[src/qrm_pkg.sv]
// Shared types and constants of the quaternion to rotation matrix pipeline.
// Used by every module of the block; depends on nothing.
`default_nettype none

package qrm_pkg;

  localparam int SampleWidth  = 16;
  localparam int ProdWidth    = 2 * SampleWidth;
  localparam int DiagSumWidth = 2 * SampleWidth + 2;
  localparam int OffSumWidth  = 2 * SampleWidth + 1;

  typedef logic signed [SampleWidth-1:0]  sample_t;
  typedef logic signed [ProdWidth-1:0]    prod_t;
  typedef logic signed [DiagSumWidth-1:0] diag_sum_t;
  typedef logic signed [OffSumWidth-1:0]  off_sum_t;

  // Half an output LSB at each scale, so that a floor gives round to nearest.
  localparam diag_sum_t DiagBias = diag_sum_t'(1) <<< (SampleWidth - 2);
  localparam off_sum_t  OffBias  = off_sum_t'(1) <<< (SampleWidth - 3);

  typedef struct packed {
    sample_t e0;
    sample_t ex;
    sample_t ey;
    sample_t ez;
  } quat_t;

  typedef struct packed {
    prod_t e02;
    prod_t ex2;
    prod_t ey2;
    prod_t ez2;
    prod_t e0ez;
    prod_t exey;
    prod_t exez;
    prod_t e0ey;
    prod_t e0ex;
    prod_t eyez;
  } prod_set_t;

  typedef struct packed {
    diag_sum_t xx;
    off_sum_t  xy;
    off_sum_t  xz;
    off_sum_t  yx;
    diag_sum_t yy;
    off_sum_t  yz;
    off_sum_t  zx;
    off_sum_t  zy;
    diag_sum_t zz;
  } sum_set_t;

  typedef struct packed {
    sample_t xx;
    sample_t xy;
    sample_t xz;
    sample_t yx;
    sample_t yy;
    sample_t yz;
    sample_t zx;
    sample_t zy;
    sample_t zz;
  } mat_t;

endpackage

`default_nettype wire

[src/qrm_sum.sv]
// Sum stage: the nine exact element sums, each with its rounding bias added.
// Depends on qrm_pkg.
`default_nettype none

module qrm_sum (
  input  wire               clk_i,
  input  wire               en_i,
  input  qrm_pkg::prod_set_t prod_i,
  output qrm_pkg::sum_set_t  sum_o
);
  import qrm_pkg::*;

  sum_set_t  sum_d, sum_q;
  diag_sum_t d_e02, d_ex2, d_ey2, d_ez2;
  off_sum_t  o_e0ez, o_exey, o_exez, o_e0ey, o_e0ex, o_eyez;

  assign d_e02  = diag_sum_t'(prod_i.e02);
  assign d_ex2  = diag_sum_t'(prod_i.ex2);
  assign d_ey2  = diag_sum_t'(prod_i.ey2);
  assign d_ez2  = diag_sum_t'(prod_i.ez2);
  assign o_e0ez = off_sum_t'(prod_i.e0ez);
  assign o_exey = off_sum_t'(prod_i.exey);
  assign o_exez = off_sum_t'(prod_i.exez);
  assign o_e0ey = off_sum_t'(prod_i.e0ey);
  assign o_e0ex = off_sum_t'(prod_i.e0ex);
  assign o_eyez = off_sum_t'(prod_i.eyez);

  always_comb begin
    sum_d.xx = d_e02 + d_ex2 - d_ey2 - d_ez2 + DiagBias;
    sum_d.yy = d_e02 - d_ex2 + d_ey2 - d_ez2 + DiagBias;
    sum_d.zz = d_e02 - d_ex2 - d_ey2 + d_ez2 + DiagBias;
    sum_d.xy = o_e0ez + o_exey + OffBias;
    sum_d.xz = o_exez - o_e0ey + OffBias;
    sum_d.yx = o_exey - o_e0ez + OffBias;
    sum_d.yz = o_e0ex + o_eyez + OffBias;
    sum_d.zx = o_e0ey + o_exez + OffBias;
    sum_d.zy = o_eyez - o_e0ex + OffBias;
  end

  always_ff @(posedge clk_i) begin
    if (en_i) begin
      sum_q <= sum_d;
    end
  end

  assign sum_o = sum_q;

endmodule

`default_nettype wire

[config.mk]
export PLATFORM = sky130hd
export DESIGN_NAME = qrm_sum
export DESIGN_NICKNAME = d
export VERILOG_FILES = /design/src/qrm_pkg.sv /design/src/qrm_sum.sv
export SDC_FILE = /design/constraint.sdc
export NUM_CORES = 1
export LEC_CHECK = 0
export BUFFER_PORTS_ARGS = -buffer_cell sky130_fd_sc_hd__buf_2
export CAP_MARGIN = 15
export CORE_MARGIN = 8
export CORE_UTILIZATION = 52
export DETAILED_ROUTE_END_ITERATION = 8
export GPL_TIMING_DRIVEN = 0
export PLACE_DENSITY = 0.76
export SLEW_MARGIN = 20
export SYNTH_ARGS = -nofsm -noshare
export SYNTH_HDL_FRONTEND = slang
export SYNTH_SLANG_ARGS = --single-unit
[constraint.sdc]
create_clock -name clk_i -period 6.7 [get_ports clk_i]
set_input_delay 0.335 -clock clk_i [delete_from_list [all_inputs] [get_ports clk_i]]
set_output_delay 0.335 -clock clk_i [all_outputs]
set_load 0.005 [all_outputs]
# Word-level counts from Yosys, hierarchy flattened
# Index checks and enable logic that the tools add are counted.
# W data, S select, Z words.
word_totals:
  register_bits: 300
  latchBits: 0
  ramBits: 0
  rom_bits: 0
  inputBits: 322
  output_inout_bits: 300
  word_cells: 32
  n_memories: 0
classes:
  n_addsub: 23
  multipliers: 0
  div: 0
  order_cmp: 0
  n_eq_ne: 0
  n_shift: 0
  n_mux: 0
  bitwise_logic: 0
  reduce_logical: 0
op_table:
  columns: ["op", "count"]
  rows:
  - ["$add A33 B15 Y33 const B", 6]
  - ["$add A32 B32 Y33", 4]
  - ["$sub A32 B32 Y33", 4]
  - ["$add A34 B16 Y34 const B", 3]
  - ["$sub A33 B32 Y34", 2]
  - ["$sub A34 B32 Y34", 2]
  - ["$add A33 B32 Y34", 1]
  - ["$add A34 B32 Y34", 1]

# Logic depth before layout (Yosys ltp)
logic_depth:
  word_depth: 4
  mapped_depth: 25
  ltp_nobuf: 24

# Worst setup path after synthesis
# Ideal clock, no wire load.
synth_path:
  kind: "in2reg"
  from: "input port prod_i[288] (netlist bit)"
  to: "register sum_q, in the netlist sum_o[33], data pin"
  setup_time_ps: 260
  arrival_time_ps: 4921
  required_ps: 6440
  setup_slack_ps: 1519
  stages: 25
  path_buffers: 1
  path_cell_list: "inv_1 ha_1 fa_1 nor2b_1 o21ai_0 a21oi_1 o32ai_1 nor3_1 o21ai_0 a21bo_2 and3b_1 xnor2_1 fa_1 ha_1 ha_1 clkbuf_1 a21o_1 a21o_1 a21o_1 a21o_1 a21oi_1 nor2_1 nor3b_1 o21ai_0 xnor2_1"
synth_rtl:
  columns: ["item", "line_no", "rtl"]
  rows:
  - ["start, declared", "qrm_sum.sv:8", "input qrm_pkg::prod_set_t prod_i,"]
  - ["end signal, assigned", "qrm_sum.sv:42", "sum_q <= sum_d;"]
  - ["end, declared", "qrm_sum.sv:13", "sum_set_t sum_d, sum_q;"]

==> impl_metrics.json <==
{
  "outcome": "complete, no violations",
  "ios": 622,
  "overflow": 0,
  "final_cell_mix": "620 x buf_2, 605 x ha_1, 378 x inv_1",
  "rows": 90,
  "grt_pass1_vias": 25800,
  "slowest_delay_ps": 680,
  "setup_violations": 0,
  "crit_path_cell_trace": "buf_2, inv_1, ha_1, fa_1, nor2b_1, o21ai_0, a21oi_1, o32ai_1, o21ai_0, a21o_1, a21oi_1, xnor2_1, fa_1, ha_1, clkbuf_1, nand2_1, o21ai_0, nor2b_1, a211oi_1, a41oi_1, a21oi_1, a221oi_2, mux2i_1, nand3_1",
  "synth_cells": 3125,
  "core_um2": 60200,
  "path_buf_inv": 3,
  "nNetsFinal": 4854,
  "fin_crit_sh": 0.847,
  "ys_warn_count": 0,
  "final_cell_count_no_fill": 4636,
  "synth-edff-count": 296,
  "synth_ff_type": "edfxtp_1",
  "synthArstFlopShare": 0,
  "relSlewSlack": 0.505,
  "ys_seq_area_frac": 0.281,
  "ant_nets": 0,
  "cts_max_level": 2,
  "yosys-top-cells-area": "edfxtp_1 28%, ha_1 24%, fa_1 8.7%",
  "cts_resized": 0,
  "power_density_nw_per_um2": 310,
  "drc": 0,
  "clock.fmax_ghz": 0.176,
  "syn_to_final_growth_pct": 17.7,
  "dieArea_um2": 69000,
  "die_w_um": 263,
  "grt_use_total": 0.256,
  "path_class": "in -> reg",
  "synthDominantCellAreaShare": 0.281,
  "cts.path.max_buffers": 3,
  "hold_slack_ps": 112,
  "dp_hpwl_um": 78200,
  "gp_congestion": 0.984,
  "critPathMaxFanout": 7,
  "drt_iter0_drc": 1592,
  "grt_pass1_wl_um": 141000,
  "p_leak_nw": 18.6,
  "grt_antenna_before_repair": 54,
  "tightest_slew_ps": 741,
  "start_util": 0.525,
  "clk_pin_slew_ps": 60,
  "fin_crit_ps": 5670,
  "vias_per_cell": 5.54,
  "routed_wl_um": 92200,
  "syn_area_um2": 31600,
  "crit_path_top_delay_cell": "o32ai_1",
  "synth_nets": 4190,
  "cts_made_buffers": 38,
  "clock_sinks": 296,
  "start_kind": "input pin",
  "p_total_w": 0.0115,
  "min_path_type": "in -> reg",
  "avgRoutedWirePerCell_um": 19.9,
  "ys_types": 88,
  "clockRootBuffer": "clkbuf_16",
  "dp_cells": 4531,
  "arrival_ps": 5980,
  "peakVddDrop_mv": 0.179,
  "fin_setup_tns_ps": 0,
  "grt_setup_unrepaired": "no",
  "firstDrtPassIters": 5,
  "hold_buffers": 0,
  "syn_avg_cell_area_um2": 10.1,
  "cts_tree": "built",
  "vias": 25700,
  "drv_slew": 0,
  "drive_above_1_share": 0.193,
  "cap_violations": 0,
  "cp.required_ps": 7010,
  "hold_violations": 0,
  "synth_seq_cells": 296,
  "final_common_cell": "buf_2",
  "port_buffers": 621,
  "cp_top_family": "compound AO/OA/AOI/OAI gates",
  "grt_start_max_net_pins": 93,
  "post_cts_buffers": 0,
  "die_y_um": 263,
  "yosysTopAreaCell": "edfxtp_1",
  "endpoint_kind": "flop",
  "largest_reg_flops": 296
}
==> routing by layer <==
metal  GRT usage  vias to the layer above  share of wire
met5           0                        -         0.0011
met4       0.123                       16          0.049
met3      0.0712                      216          0.076
met2       0.438                      775           0.48
met1       0.295                    12000           0.40
li1            -                    12600              -
==> cell families (layout without fill, tap and decap cells) <==
group | count (synthesis) | after routing | share of synthesized area
flops | 296 | 296 | 0.281
fa+ha+maj | 743 | 743 | 0.327
other cells | 0 | 39 | 0
buf+inv | 407 | 1097 | 0.0488
xor+xnor | 282 | 282 | 0.0781
simple gates | 569 | 569 | 0.0893
mux | 2 | 2 | 0.000633
compound gates | 826 | 826 | 0.176
==> report_power, final <==
| group | internal, W | switching (W) |
|---|---|---|
| Sequential | 0.00293 | 0.000161 |
| Combinational | 0.00264 | 0.00356 |
| Clock | 0.00141 | 0.000834 |
| Total | 0.00698 | 0.00455 |
==> layout make-up <==
cell class	count	area [µm²]
plain buffers	29	124
clock inverters	20	333
diodes	39	97.6
well taps	782	978
repair buffers	624	3200
flip-flops and latches	296	8890
inverters	378	1420
fillers	5076	23000
clock buffers	46	1000
multi-input cells	2422	21200
==> metrics by stage <==
| stage | utilization | cell area [µm²] | worst slack, ps |
|---|---|---|---|
| 2_1_floorplan | - | 31600 | 1520 |
| 3_5_place_dp | 0.595 | 35800 | 526 |
| 4_1_cts | 0.617 | 37200 | 1120 |
| 5_1_grt | 0.618 | 37200 | 653 |
| 6_report | 0.618 | 37200 | 1030 |
| 3_3_place_gp | 0.593 | 35700 | 568 |
==> cells in the mapped netlist (28+ instances only) <==
cell type and count:
a211oi_1 28, a21o_1 155, a21oi_1 251, a31oi_1 31
edfxtp_1 296, fa_1 138, ha_1 605, inv_1 378
nand2_1 136, nand2b_1 30, nand3_1 52, nand4_1 31
nor2_1 139, nor2b_1 46, nor3_1 35, o21a_1 36
o21ai_0 114, o21bai_1 41, xnor2_1 188, xor2_1 94
==> worst paths after layout <==
| path | from | to | cells after the start |
|---|---|---|---|
| setup / recovery | prod_i[288] | sum_o[165] | 24 |
| hold / removal | prod_i[288] | sum_o[266] | 2 |
(Power assumes the default switching activity.)
