==> config.mk <==
export PLATFORM = sky130hd
export DESIGN_NAME = qrm_round
export DESIGN_NICKNAME = d
export VERILOG_FILES = /design/src/qrm_pkg.sv /design/src/qrm_round.sv
export SDC_FILE = /design/constraint.sdc
export NUM_CORES = 1
export LEC_CHECK = 0
export BUFFER_PORTS_ARGS = -buffer_cell sky130_fd_sc_hd__buf_2
export CAP_MARGIN = 15
export CORE_AREA = 2 2 176 178
export CTS_CLUSTER_SIZE = 12
export DETAILED_ROUTE_END_ITERATION = 10
export DIE_AREA = 0 0 178 180
export PLACE_DENSITY = 0.55
export SLEW_MARGIN = 40
export SYNTH_ARGS = -nofsm -noshare
export SYNTH_HDL_FRONTEND = slang
export SYNTH_SLANG_ARGS = --single-unit
==> constraint.sdc <==
create_clock -name clk_i -period 2.55 [get_ports clk_i]
set_input_delay 0.6375 -clock clk_i [delete_from_list [all_inputs] [get_ports clk_i]]
set_output_delay 0.6375 -clock clk_i [all_outputs]
set_load 0.01 [all_outputs]
==> src/qrm_pkg.sv <==
// Shared types and constants of the quaternion to rotation matrix pipeline.
// Used by every module of the block; depends on nothing.
`default_nettype none

package qrm_pkg;

  localparam int SampleWidth  = 16;
  localparam int ProdWidth    = 2 * SampleWidth;
  localparam int DiagSumWidth = 2 * SampleWidth + 2;
  localparam int OffSumWidth  = 2 * SampleWidth + 1;

  typedef logic signed [SampleWidth-1:0]  sample_t;
  typedef logic signed [ProdWidth-1:0]    prod_t;
  typedef logic signed [DiagSumWidth-1:0] diag_sum_t;
  typedef logic signed [OffSumWidth-1:0]  off_sum_t;

  // Half an output LSB at each scale, so that a floor gives round to nearest.
  localparam diag_sum_t DiagBias = diag_sum_t'(1) <<< (SampleWidth - 2);
  localparam off_sum_t  OffBias  = off_sum_t'(1) <<< (SampleWidth - 3);

  typedef struct packed {
    sample_t e0;
    sample_t ex;
    sample_t ey;
    sample_t ez;
  } quat_t;

  typedef struct packed {
    prod_t e02;
    prod_t ex2;
    prod_t ey2;
    prod_t ez2;
    prod_t e0ez;
    prod_t exey;
    prod_t exez;
    prod_t e0ey;
    prod_t e0ex;
    prod_t eyez;
  } prod_set_t;

  typedef struct packed {
    diag_sum_t xx;
    off_sum_t  xy;
    off_sum_t  xz;
    off_sum_t  yx;
    diag_sum_t yy;
    off_sum_t  yz;
    off_sum_t  zx;
    off_sum_t  zy;
    diag_sum_t zz;
  } sum_set_t;

  typedef struct packed {
    sample_t xx;
    sample_t xy;
    sample_t xz;
    sample_t yx;
    sample_t yy;
    sample_t yz;
    sample_t zx;
    sample_t zy;
    sample_t zz;
  } mat_t;

endpackage

`default_nettype wire

==> src/qrm_round.sv <==
// Output stage: scales each biased sum to Q1.15, saturates it and flags clipping.
// Depends on qrm_pkg.
`default_nettype none

module qrm_round (
  input  wire              clk_i,
  input  wire              en_i,
  input  qrm_pkg::sum_set_t sum_i,
  output qrm_pkg::mat_t     mat_o,
  output logic             clipped_o
);
  import qrm_pkg::*;

  localparam logic [SampleWidth-1:0] MaxVal = {1'b0, {(SampleWidth-1){1'b1}}};
  localparam logic [SampleWidth-1:0] MinVal = {1'b1, {(SampleWidth-1){1'b0}}};

  // The result carries the clip flag in its top bit.
  function automatic logic [SampleWidth:0] sat_diag(input diag_sum_t s);
    logic [DiagSumWidth-2*SampleWidth+1:0] top;
    logic [SampleWidth:0]                  res;
    top = s[DiagSumWidth-1:2*SampleWidth-2];
    if ((&top) || !(|top)) begin
      res = {1'b0, s[2*SampleWidth-2:SampleWidth-1]};
    end else if (s[DiagSumWidth-1]) begin
      res = {1'b1, MinVal};
    end else begin
      res = {1'b1, MaxVal};
    end
    return res;
  endfunction

  function automatic logic [SampleWidth:0] sat_off(input off_sum_t s);
    logic [OffSumWidth-2*SampleWidth+2:0] top;
    logic [SampleWidth:0]                 res;
    top = s[OffSumWidth-1:2*SampleWidth-3];
    if ((&top) || !(|top)) begin
      res = {1'b0, s[2*SampleWidth-3:SampleWidth-2]};
    end else if (s[OffSumWidth-1]) begin
      res = {1'b1, MinVal};
    end else begin
      res = {1'b1, MaxVal};
    end
    return res;
  endfunction

  logic [SampleWidth:0] r_xx, r_xy, r_xz, r_yx, r_yy, r_yz, r_zx, r_zy, r_zz;
  mat_t                 mat_d, mat_q;
  logic                 clip_d, clip_q;

  always_comb begin
    r_xx = sat_diag(sum_i.xx);
    r_yy = sat_diag(sum_i.yy);
    r_zz = sat_diag(sum_i.zz);
    r_xy = sat_off(sum_i.xy);
    r_xz = sat_off(sum_i.xz);
    r_yx = sat_off(sum_i.yx);
    r_yz = sat_off(sum_i.yz);
    r_zx = sat_off(sum_i.zx);
    r_zy = sat_off(sum_i.zy);
    mat_d.xx = sample_t'(r_xx[SampleWidth-1:0]);
    mat_d.xy = sample_t'(r_xy[SampleWidth-1:0]);
    mat_d.xz = sample_t'(r_xz[SampleWidth-1:0]);
    mat_d.yx = sample_t'(r_yx[SampleWidth-1:0]);
    mat_d.yy = sample_t'(r_yy[SampleWidth-1:0]);
    mat_d.yz = sample_t'(r_yz[SampleWidth-1:0]);
    mat_d.zx = sample_t'(r_zx[SampleWidth-1:0]);
    mat_d.zy = sample_t'(r_zy[SampleWidth-1:0]);
    mat_d.zz = sample_t'(r_zz[SampleWidth-1:0]);
    clip_d = r_xx[SampleWidth] | r_xy[SampleWidth] | r_xz[SampleWidth]
           | r_yx[SampleWidth] | r_yy[SampleWidth] | r_yz[SampleWidth]
           | r_zx[SampleWidth] | r_zy[SampleWidth] | r_zz[SampleWidth];
  end

  always_ff @(posedge clk_i) begin
    if (en_i) begin
      mat_q  <= mat_d;
      clip_q <= clip_d;
    end
  end

  assign mat_o     = mat_q;
  assign clipped_o = clip_q;

endmodule

`default_nettype wire

Word-level counts from Yosys, hierarchy flattened
Cells that the tools add are included.

Muxes and demuxes: 18. Bitwise logic cells: 8. Reduce and logical (&&, ||, !) cells: 36.

Operator list (count): $mux W17 (9); $mux W16 (9); $reduce_and A4 Y1 (9); $reduce_or A4 Y1 (9); $logic_not A1 Y1 (9); $logic_or A1 B1 Y1 (9); $or A1 B1 Y1 (8).

Flip-flop bits (word level): 145. Bits of input ports: 302. Output and inout bits: 145. Logic and storage cells: 72.

Longest topological paths before layout
Gate-level depths: netlist of run 1.

Depth in word-level cells: 12. Depth in mapped cells: 4. Gate-level depth less buffers: 3.

Worst setup path after synthesis of run 1
No wires, ideal clock.

Kind: input port to flip-flop. Start point: input port sum_i[298] in the netlist's numbering. End point: register mat_q (netlist bit mat_o[128]), data pin. Setup time: 254 ps. Arrival time: 1622 ps. Required time: 2296 ps. Path slack: 674 ps. Stages: 4. Path buffers: 1. Cell sequence: or4_4 -> and2b_4 -> buf_6 -> a21o_1.

Longest elaborated chain between the ends: 4. Elaborated cells between the ends (all ways): 5. Those cells by class: 1 x mux; 4 x reduce/logical.

RTL lines: start, declared (line qrm_round.sv:8) `input qrm_pkg::sum_set_t sum_i,`; $reduce_or A4 Y1 (line qrm_round.sv:22) `if ((&top) || !(|top)) begin`; $logic_not A1 Y1 (line qrm_round.sv:22); $logic_or A1 B1 Y1 * (line qrm_round.sv:22); $mux W17 * (line qrm_round.sv:22); via r_xx[0] (line qrm_round.sv:46) `logic [SampleWidth:0] r_xx, r_xy, r_xz, r_yx, r_yy, r_yz, r_zx, r_zy, r_zz;`; end signal, assigned (line qrm_round.sv:76) `mat_q <= mat_d;`; end, declared (line qrm_round.sv:47) `mat_t mat_d, mat_q;`.

The timed path passes the listed nets; every way through them passes the cells marked *. A chain may end at the register's enable or synchronous reset.

Final worst setup path of run 1
Start point: input port sum_i[263] in the netlist's numbering. End point: register clip_q (netlist: clipped_o), data pin.

Longest elaborated chain between the ends: 12. Elaborated cells between the ends (all ways): 13. Those cells by class: 1 x mux; 8 x bitwise; 4 x reduce/logical.

RTL lines: $reduce_or A4 Y1 (line qrm_round.sv:36) `if ((&top) || !(|top)) begin`; $logic_not A1 Y1 (line qrm_round.sv:36); $logic_or A1 B1 Y1 * (line qrm_round.sv:36); $mux W17 * (line qrm_round.sv:36); $or A1 B1 Y1 * (2 in series) (line qrm_round.sv:69) `clip_d = r_xx[SampleWidth] | r_xy[SampleWidth] | r_xz[SampleWidth]`; $or A1 B1 Y1 * (3 in series) (line qrm_round.sv:70) `| r_yx[SampleWidth] | r_yy[SampleWidth] | r_yz[SampleWidth]`; $or A1 B1 Y1 * (3 in series) (line qrm_round.sv:71) `| r_zx[SampleWidth] | r_zy[SampleWidth] | r_zz[SampleWidth];`; via clip_d (line qrm_round.sv:48) `logic clip_d, clip_q;`; end signal, assigned (line qrm_round.sv:77) `clip_q <= clip_d;`; end, declared (line qrm_round.sv:48).

Marked as above.

==> reports/results.ini, run 1 <==
[synth]
ys_types = 14
ys_seq_area_share_pct = 73.39
ys_top_cells_by_count = 145 x edfxtp_1, 130 x a21o_1, 10 x nand4_1
synthTopCellsByArea = edfxtp_1 73%, a21o_1 16%, nor2b_4 1.9%, buf_6 1.7%, or4_4 1.7%
yosys_warnings = 0
syn_nets = 650
synth_ff_type = edfxtp_1
synth_top_area_share_pct = 73.39
async_flop_share_pct = 0
syn-mean-instance-area_um2 = 17.05
syn_inst = 348
ys_ff_latch = 145
synth_edf_count = 145
syn-cell-area_um2 = 5933
post-synth-top-count-cell = edfxtp_1
synth_top_area_cell = edfxtp_1

[timing]
tns_ns = 0
maxSlewViolCount = 0
setup_viol = 0
finalCritPeriodShare_pct = 74.02
clock.fmax_ghz = 0.5298
rsz0062_at_grt = false
hold_slack_ns = 0.4367
finalCriticalPeriod_ns = 1.888
worstMarginPinSlew_ns = 0.5274
fin_ws_ns = 0.6624
relSlewSlack_pct = 64.76
hold_viol_final = 0

[setup_path]
cp_num_buf_inv = 2
worst_path_max_delay_cell = or4_4
cp.depth = 5
crit_end = clipped_o
crit_fanout = 3
cp.required_ns = 2.70
cp_cell_sequence = buf_2 -> or4_4 -> a22oi_1 -> buf_4 -> nand4_1
start_kind = input pin
worstSetupPathType = input pin to flip-flop
startpoint = sum_i[263]
slowest_delay_ns = 0.53
worst_ep_arrival_time_ns = 2.03
cp-end-kind = flip-flop
cp_top_family = simple AND/OR/NAND/NOR gates

[global_route]
grt_use_total_pct = 9.900
grt_pass1_vias = 4308
grt_max_degree = 46
antenna_found_initial = 1
grt_overflow = 0
grt_pass1_wl_mm = 23.82

[clock_tree]
clkTransAtPathRegs_ns = 0.06
cts-root-buf = clkbuf_16
cts_buffer_depth = 2
cts_resized = 0
htreeDepth = 4
cts_setup_buffers = 0
tritoncts = built
cts_hold_buf = 0
cts_buffers = 17
numClockSinks = 145

[detailed_routing]
routedWlPerCell_um = 15.13
dr_total_vias = 4195
wl_mm = 16.22
drt_iter0_markers = 195
final_antenna_net_count = 0
first_pass_iters = 4
viasPerCell = 3.913
drc = 0

[run_status]
status = complete, no violations

[cells_and_area]
fill_cells = 3136
multiInputGateArea_um2 = 1370
register_area_um2 = 4354
area_growth_pct = 42.68
fin_nets = 966
fin_cells = 1072
drive_gt1_share_pct = 55.18
antennaDiodeCount = 0

[power]
p_leak_nw = 4.132
power.density_nw_per_um2 = 730.1
total_power_w = 0.006181
peakVddDrop_mv = 0.3079

[die]
die_area_um2 = 32040
fp.coreArea_um2 = 30190
rows = 64
start_util_pct = 19.65
pin_count = 447
die_h_um = 180
die_w_um = 178

[hold_path]
hold_class = input pin to flip-flop
min_delay_path_depth = 1

[placement]
dp.cells = 1041
place.gp.congestion = 0.7434
place_ws_ns = 0.1774
io_buffers = 317
dp.final_hpwl_mm = 12.04

[job]
drv_cap = 0

==> where the power goes <==
part | switching [W] | internal [W]
logic | 0.000411 | 0.000344
registers | 0.0000495 | 0.00287
clock network | 0.000983 | 0.00152
==> per-stage QoR <==
step                      utilization [%]  area, um^2
after global routing                28.04        8466
after global placement              26.14        7890
after detailed placement            26.14        7890
after floorplan                         -        5933
final                               28.04        8466
after CTS                           28.04        8466
==> cell families after synthesis <==
family          Yosys count  share of synthesized area, %
buf+inv                  27                         3.522
flops                   145                         73.39
simple gates             37                         5.356
compound gates          139                         17.74
==> area by class of cell <==
| class | count | share of cell area (%) |
|---|---|---|
| sequential | 145 | 51.43 |
| timing repair buffer | 324 | 19.73 |
| multi-input combinational | 176 | 16.18 |
| tap | 396 | 5.853 |
| clock buffer | 19 | 5.114 |
| clock inverter | 12 | 1.685 |
==> sequential cells by signal, indices dropped and copies added (netlist names) <==
register,count
clipped_o,1
mat_o,144
==> worst min-delay path by stage <==
stage / startpoint / to
after floorplan: en_i / clipped_o
after global placement: sum_i[299] / mat_o[143]
after detailed placement: sum_i[299] / mat_o[143]
after CTS: sum_i[299] / mat_o[143]
after global routing: sum_i[299] / mat_o[143]
final: sum_i[299] / mat_o[143]
==> cell usage in the layout (no fill, tap or decap) <==
| cell | netlist | final |
|---|---|---|
| buf_12 | 0 | 2 |
| nor2b_4 | 8 | 8 |
| clkinvlp_4 | 0 | 3 |
| edfxtp_1 | 145 | 145 |
| buf_2 | 0 | 316 |
| nand4_1 | 10 | 10 |
| buf_4 | 9 | 5 |
| and2b_4 | 1 | 1 |
| a222oi_1 | 1 | 1 |
| bufinv_16 | 0 | 3 |
| clkbuf_16 | 0 | 17 |
| clkinv_2 | 0 | 2 |
| clkinv_1 | 0 | 3 |
| a21o_1 | 130 | 130 |
| or4_4 | 9 | 9 |
| a22oi_1 | 3 | 3 |
| clkinv_4 | 0 | 1 |
| buf_6 | 9 | 1 |
| nand2_1 | 9 | 9 |
| a21o_2 | 5 | 5 |
| clkbuf_1 | 8 | 2 |
==> metal layers <==
metal  up-vias  GRT usage, %  part of all wire (%)
li1       1993             -                     -
met1      1974         10.95                    40
met2       208         16.82                    49
met3        18         4.019                   9.4
met4         2         3.902                   1.8
met5         -             0                 0.080
(Power assumes the default switching activity.)
==> inputs of run 2 (changes only) <==
==> constraint.sdc (replaced) <==
create_clock -name clk_i -period 1.9 [get_ports clk_i]
set_input_delay 0.475 -clock clk_i [delete_from_list [all_inputs] [get_ports clk_i]]
set_output_delay 0.475 -clock clk_i [all_outputs]
set_load 0.01 [all_outputs]
==> run 2 against run 1 <==
Compared with the run above:
- setup slack worse by 0.40 ns
- clock power increased by 44%
- non-clock buffer count rose by 18
- die area did not move
- critical path depth is the same
- total power is 39% higher
- largest power group unchanged
==> reports/results.ini, run 2 (synthesis gave the netlist of run 1 again) <==
[setup_path]
startpoint = sum_i[298]
crit_end = clipped_o
worstSetupPathType = input pin to flip-flop
start_kind = input pin
cp.required_ns = 2.04  ; -0.66 ns
worst_ep_arrival_time_ns = 1.78  ; -0.25 ns
crit_fanout = 2  ; -1
cp-end-kind = flip-flop

[run_status]
status = complete, no violations

[global_route]
grt_pass1_vias = 4483  ; +4.1%
grt_pass1_wl_mm = 24.66  ; +3.5%
grt_max_degree = 38  ; -17%
grt_overflow = 0  ; unchanged
antenna_found_initial = 2  ; +1
grt_use_total_pct = 10.19  ; +0.29 points

[cells_and_area]
area_growth_pct = 47.36
largest_reg_flops = 144  ; unchanged
final_common_cell = buf_2
antennaDiodeCount = 0  ; unchanged
drive_gt1_share_pct = 56.69  ; +1.5 points
final_util_pct = 28.96  ; +0.92 points
fin_nets = 984  ; +1.9%
layout_common_cells = 316 x buf_2, 145 x edfxtp_1, 130 x a21o_1
fill_cells = 3139  ; +0.096%

[clock_tree]
htreeDepth = 4  ; unchanged
cts_resized = 0  ; unchanged
cts-root-buf = clkbuf_16
clkTransAtPathRegs_ns = 0.07  ; about the same
cts_buffer_depth = 2  ; unchanged
cts_buffers = 17  ; unchanged
cts_hold_buf = 0  ; unchanged
numClockSinks = 145  ; unchanged
tritoncts = built
cts_setup_buffers = 0  ; unchanged

[detailed_routing]
viasPerCell = 4.003  ; +2.3%
first_pass_iters = 6  ; +2
wl_mm = 16.71  ; +3.1%
final_antenna_net_count = 0  ; unchanged
dr_total_vias = 4367  ; +4.1%
routedWlPerCell_um = 15.32  ; +1.3%
drc = 0  ; unchanged
drt_iter0_markers = 166  ; -15%

[die]
start_util_pct = 19.65  ; unchanged
die_w_um = 178  ; unchanged
pin_count = 447  ; unchanged
die_h_um = 180  ; unchanged
rows = 64  ; unchanged
die_area_um2 = 32040  ; unchanged
fp.coreArea_um2 = 30190  ; unchanged

[timing]
finalCritPeriodShare_pct = 86.20
clock.fmax_ghz = 0.6106
rsz0062_at_grt = false
setup_viol = 0  ; unchanged
maxSlewViolCount = 0  ; unchanged
finalCriticalPeriod_ns = 1.638
worstMarginPinSlew_ns = 0.3861  ; -0.1413 ns
relSlewSlack_pct = 74.21  ; +9.5 points
hold_viol_final = 0  ; unchanged
fin_ws_ns = 0.2623  ; -0.4001 ns

[placement]
place_ws_ns = -0.1795  ; -0.3569 ns
io_buffers = 317  ; unchanged
place.gp.congestion = 0.7434  ; unchanged
dp.final_hpwl_mm = 12.40  ; +3.1%

[hold_path]
min_delay_path_depth = 2  ; +1
hold_class = input pin to flip-flop

[job]
drv_cap = 0  ; unchanged

[power]
power.density_nw_per_um2 = 980.3  ; +34%
p_leak_nw = 4.275  ; +3.5%
peakVddDrop_mv = 0.4241  ; +38%

run 2: changes by cell type in the layout (fill, tap and decap cells not counted):
cell        change
buf_12          +8
clkinv_4        +2
inv_6           +2
bufinv_16       +1
buf_4          +10
clkinvlp_4      -2
clkinv_1        -2
run 2: report_power, final:
part	total [W]	switching, W	internal, W
Clock	0.00359	0.00138	0.00220
Sequential	0.00392	0.0000682	0.00385
Combinational	0.00106	0.000559	0.000504
Total	0.00857	0.00201	0.00656
run 2: stage by stage:
stage	area (um^2)	hold WS, ns	TNS [ns]	total power, W	instances
3_3_place_gp	8125	0.7290	-0.3606	0.005055	1059
5_1_grt	8743	0.2825	0	0.008958	1091
4_1_cts	8743	0.2737	0	0.008720	1091
6_report	8743	0.3092	0	0.008571	1091
2_1_floorplan	5933	0.5875	0	0.004445	348
3_5_place_dp	8125	0.7331	-0.5466	0.005073	1059
run 2: worst min-delay path by stage:
stage / startpoint / endpoint
5_1_grt: sum_i[123] / mat_o[57]
2_1_floorplan: en_i / clipped_o
3_5_place_dp: sum_i[232] / mat_o[111]
4_1_cts: sum_i[232] / mat_o[111]
6_report: sum_i[25] / mat_o[10]
3_3_place_gp: sum_i[199] / mat_o[95]
run 2: layer usage:
metal	vias to the layer above	track usage (%)	wire length, um
met1	2088	11.22	6575
met4	4	4.131	278
met2	221	17.10	8027
met5	-	0	21
met3	21	4.420	1811
li1	2033	-	-
run 2: final cells by class:
cell class	count	area (um^2)	share of cell area, %
Sequential cell	145	4354	49.80
Timing Repair Buffer	342	1906	21.79
Multi-Input combinational cell	176	1370	15.67
Tap cell	396	495.5	5.667
Clock buffer	19	432.9	4.951
Clock inverter	13	185.2	2.118
run 2: critical path, cell delays in order:
cell and delay [ns]:
buf_2 0.11, or4_4 0.53, a222oi_1 0.36, buf_4 0.18
nand4_1 0.12
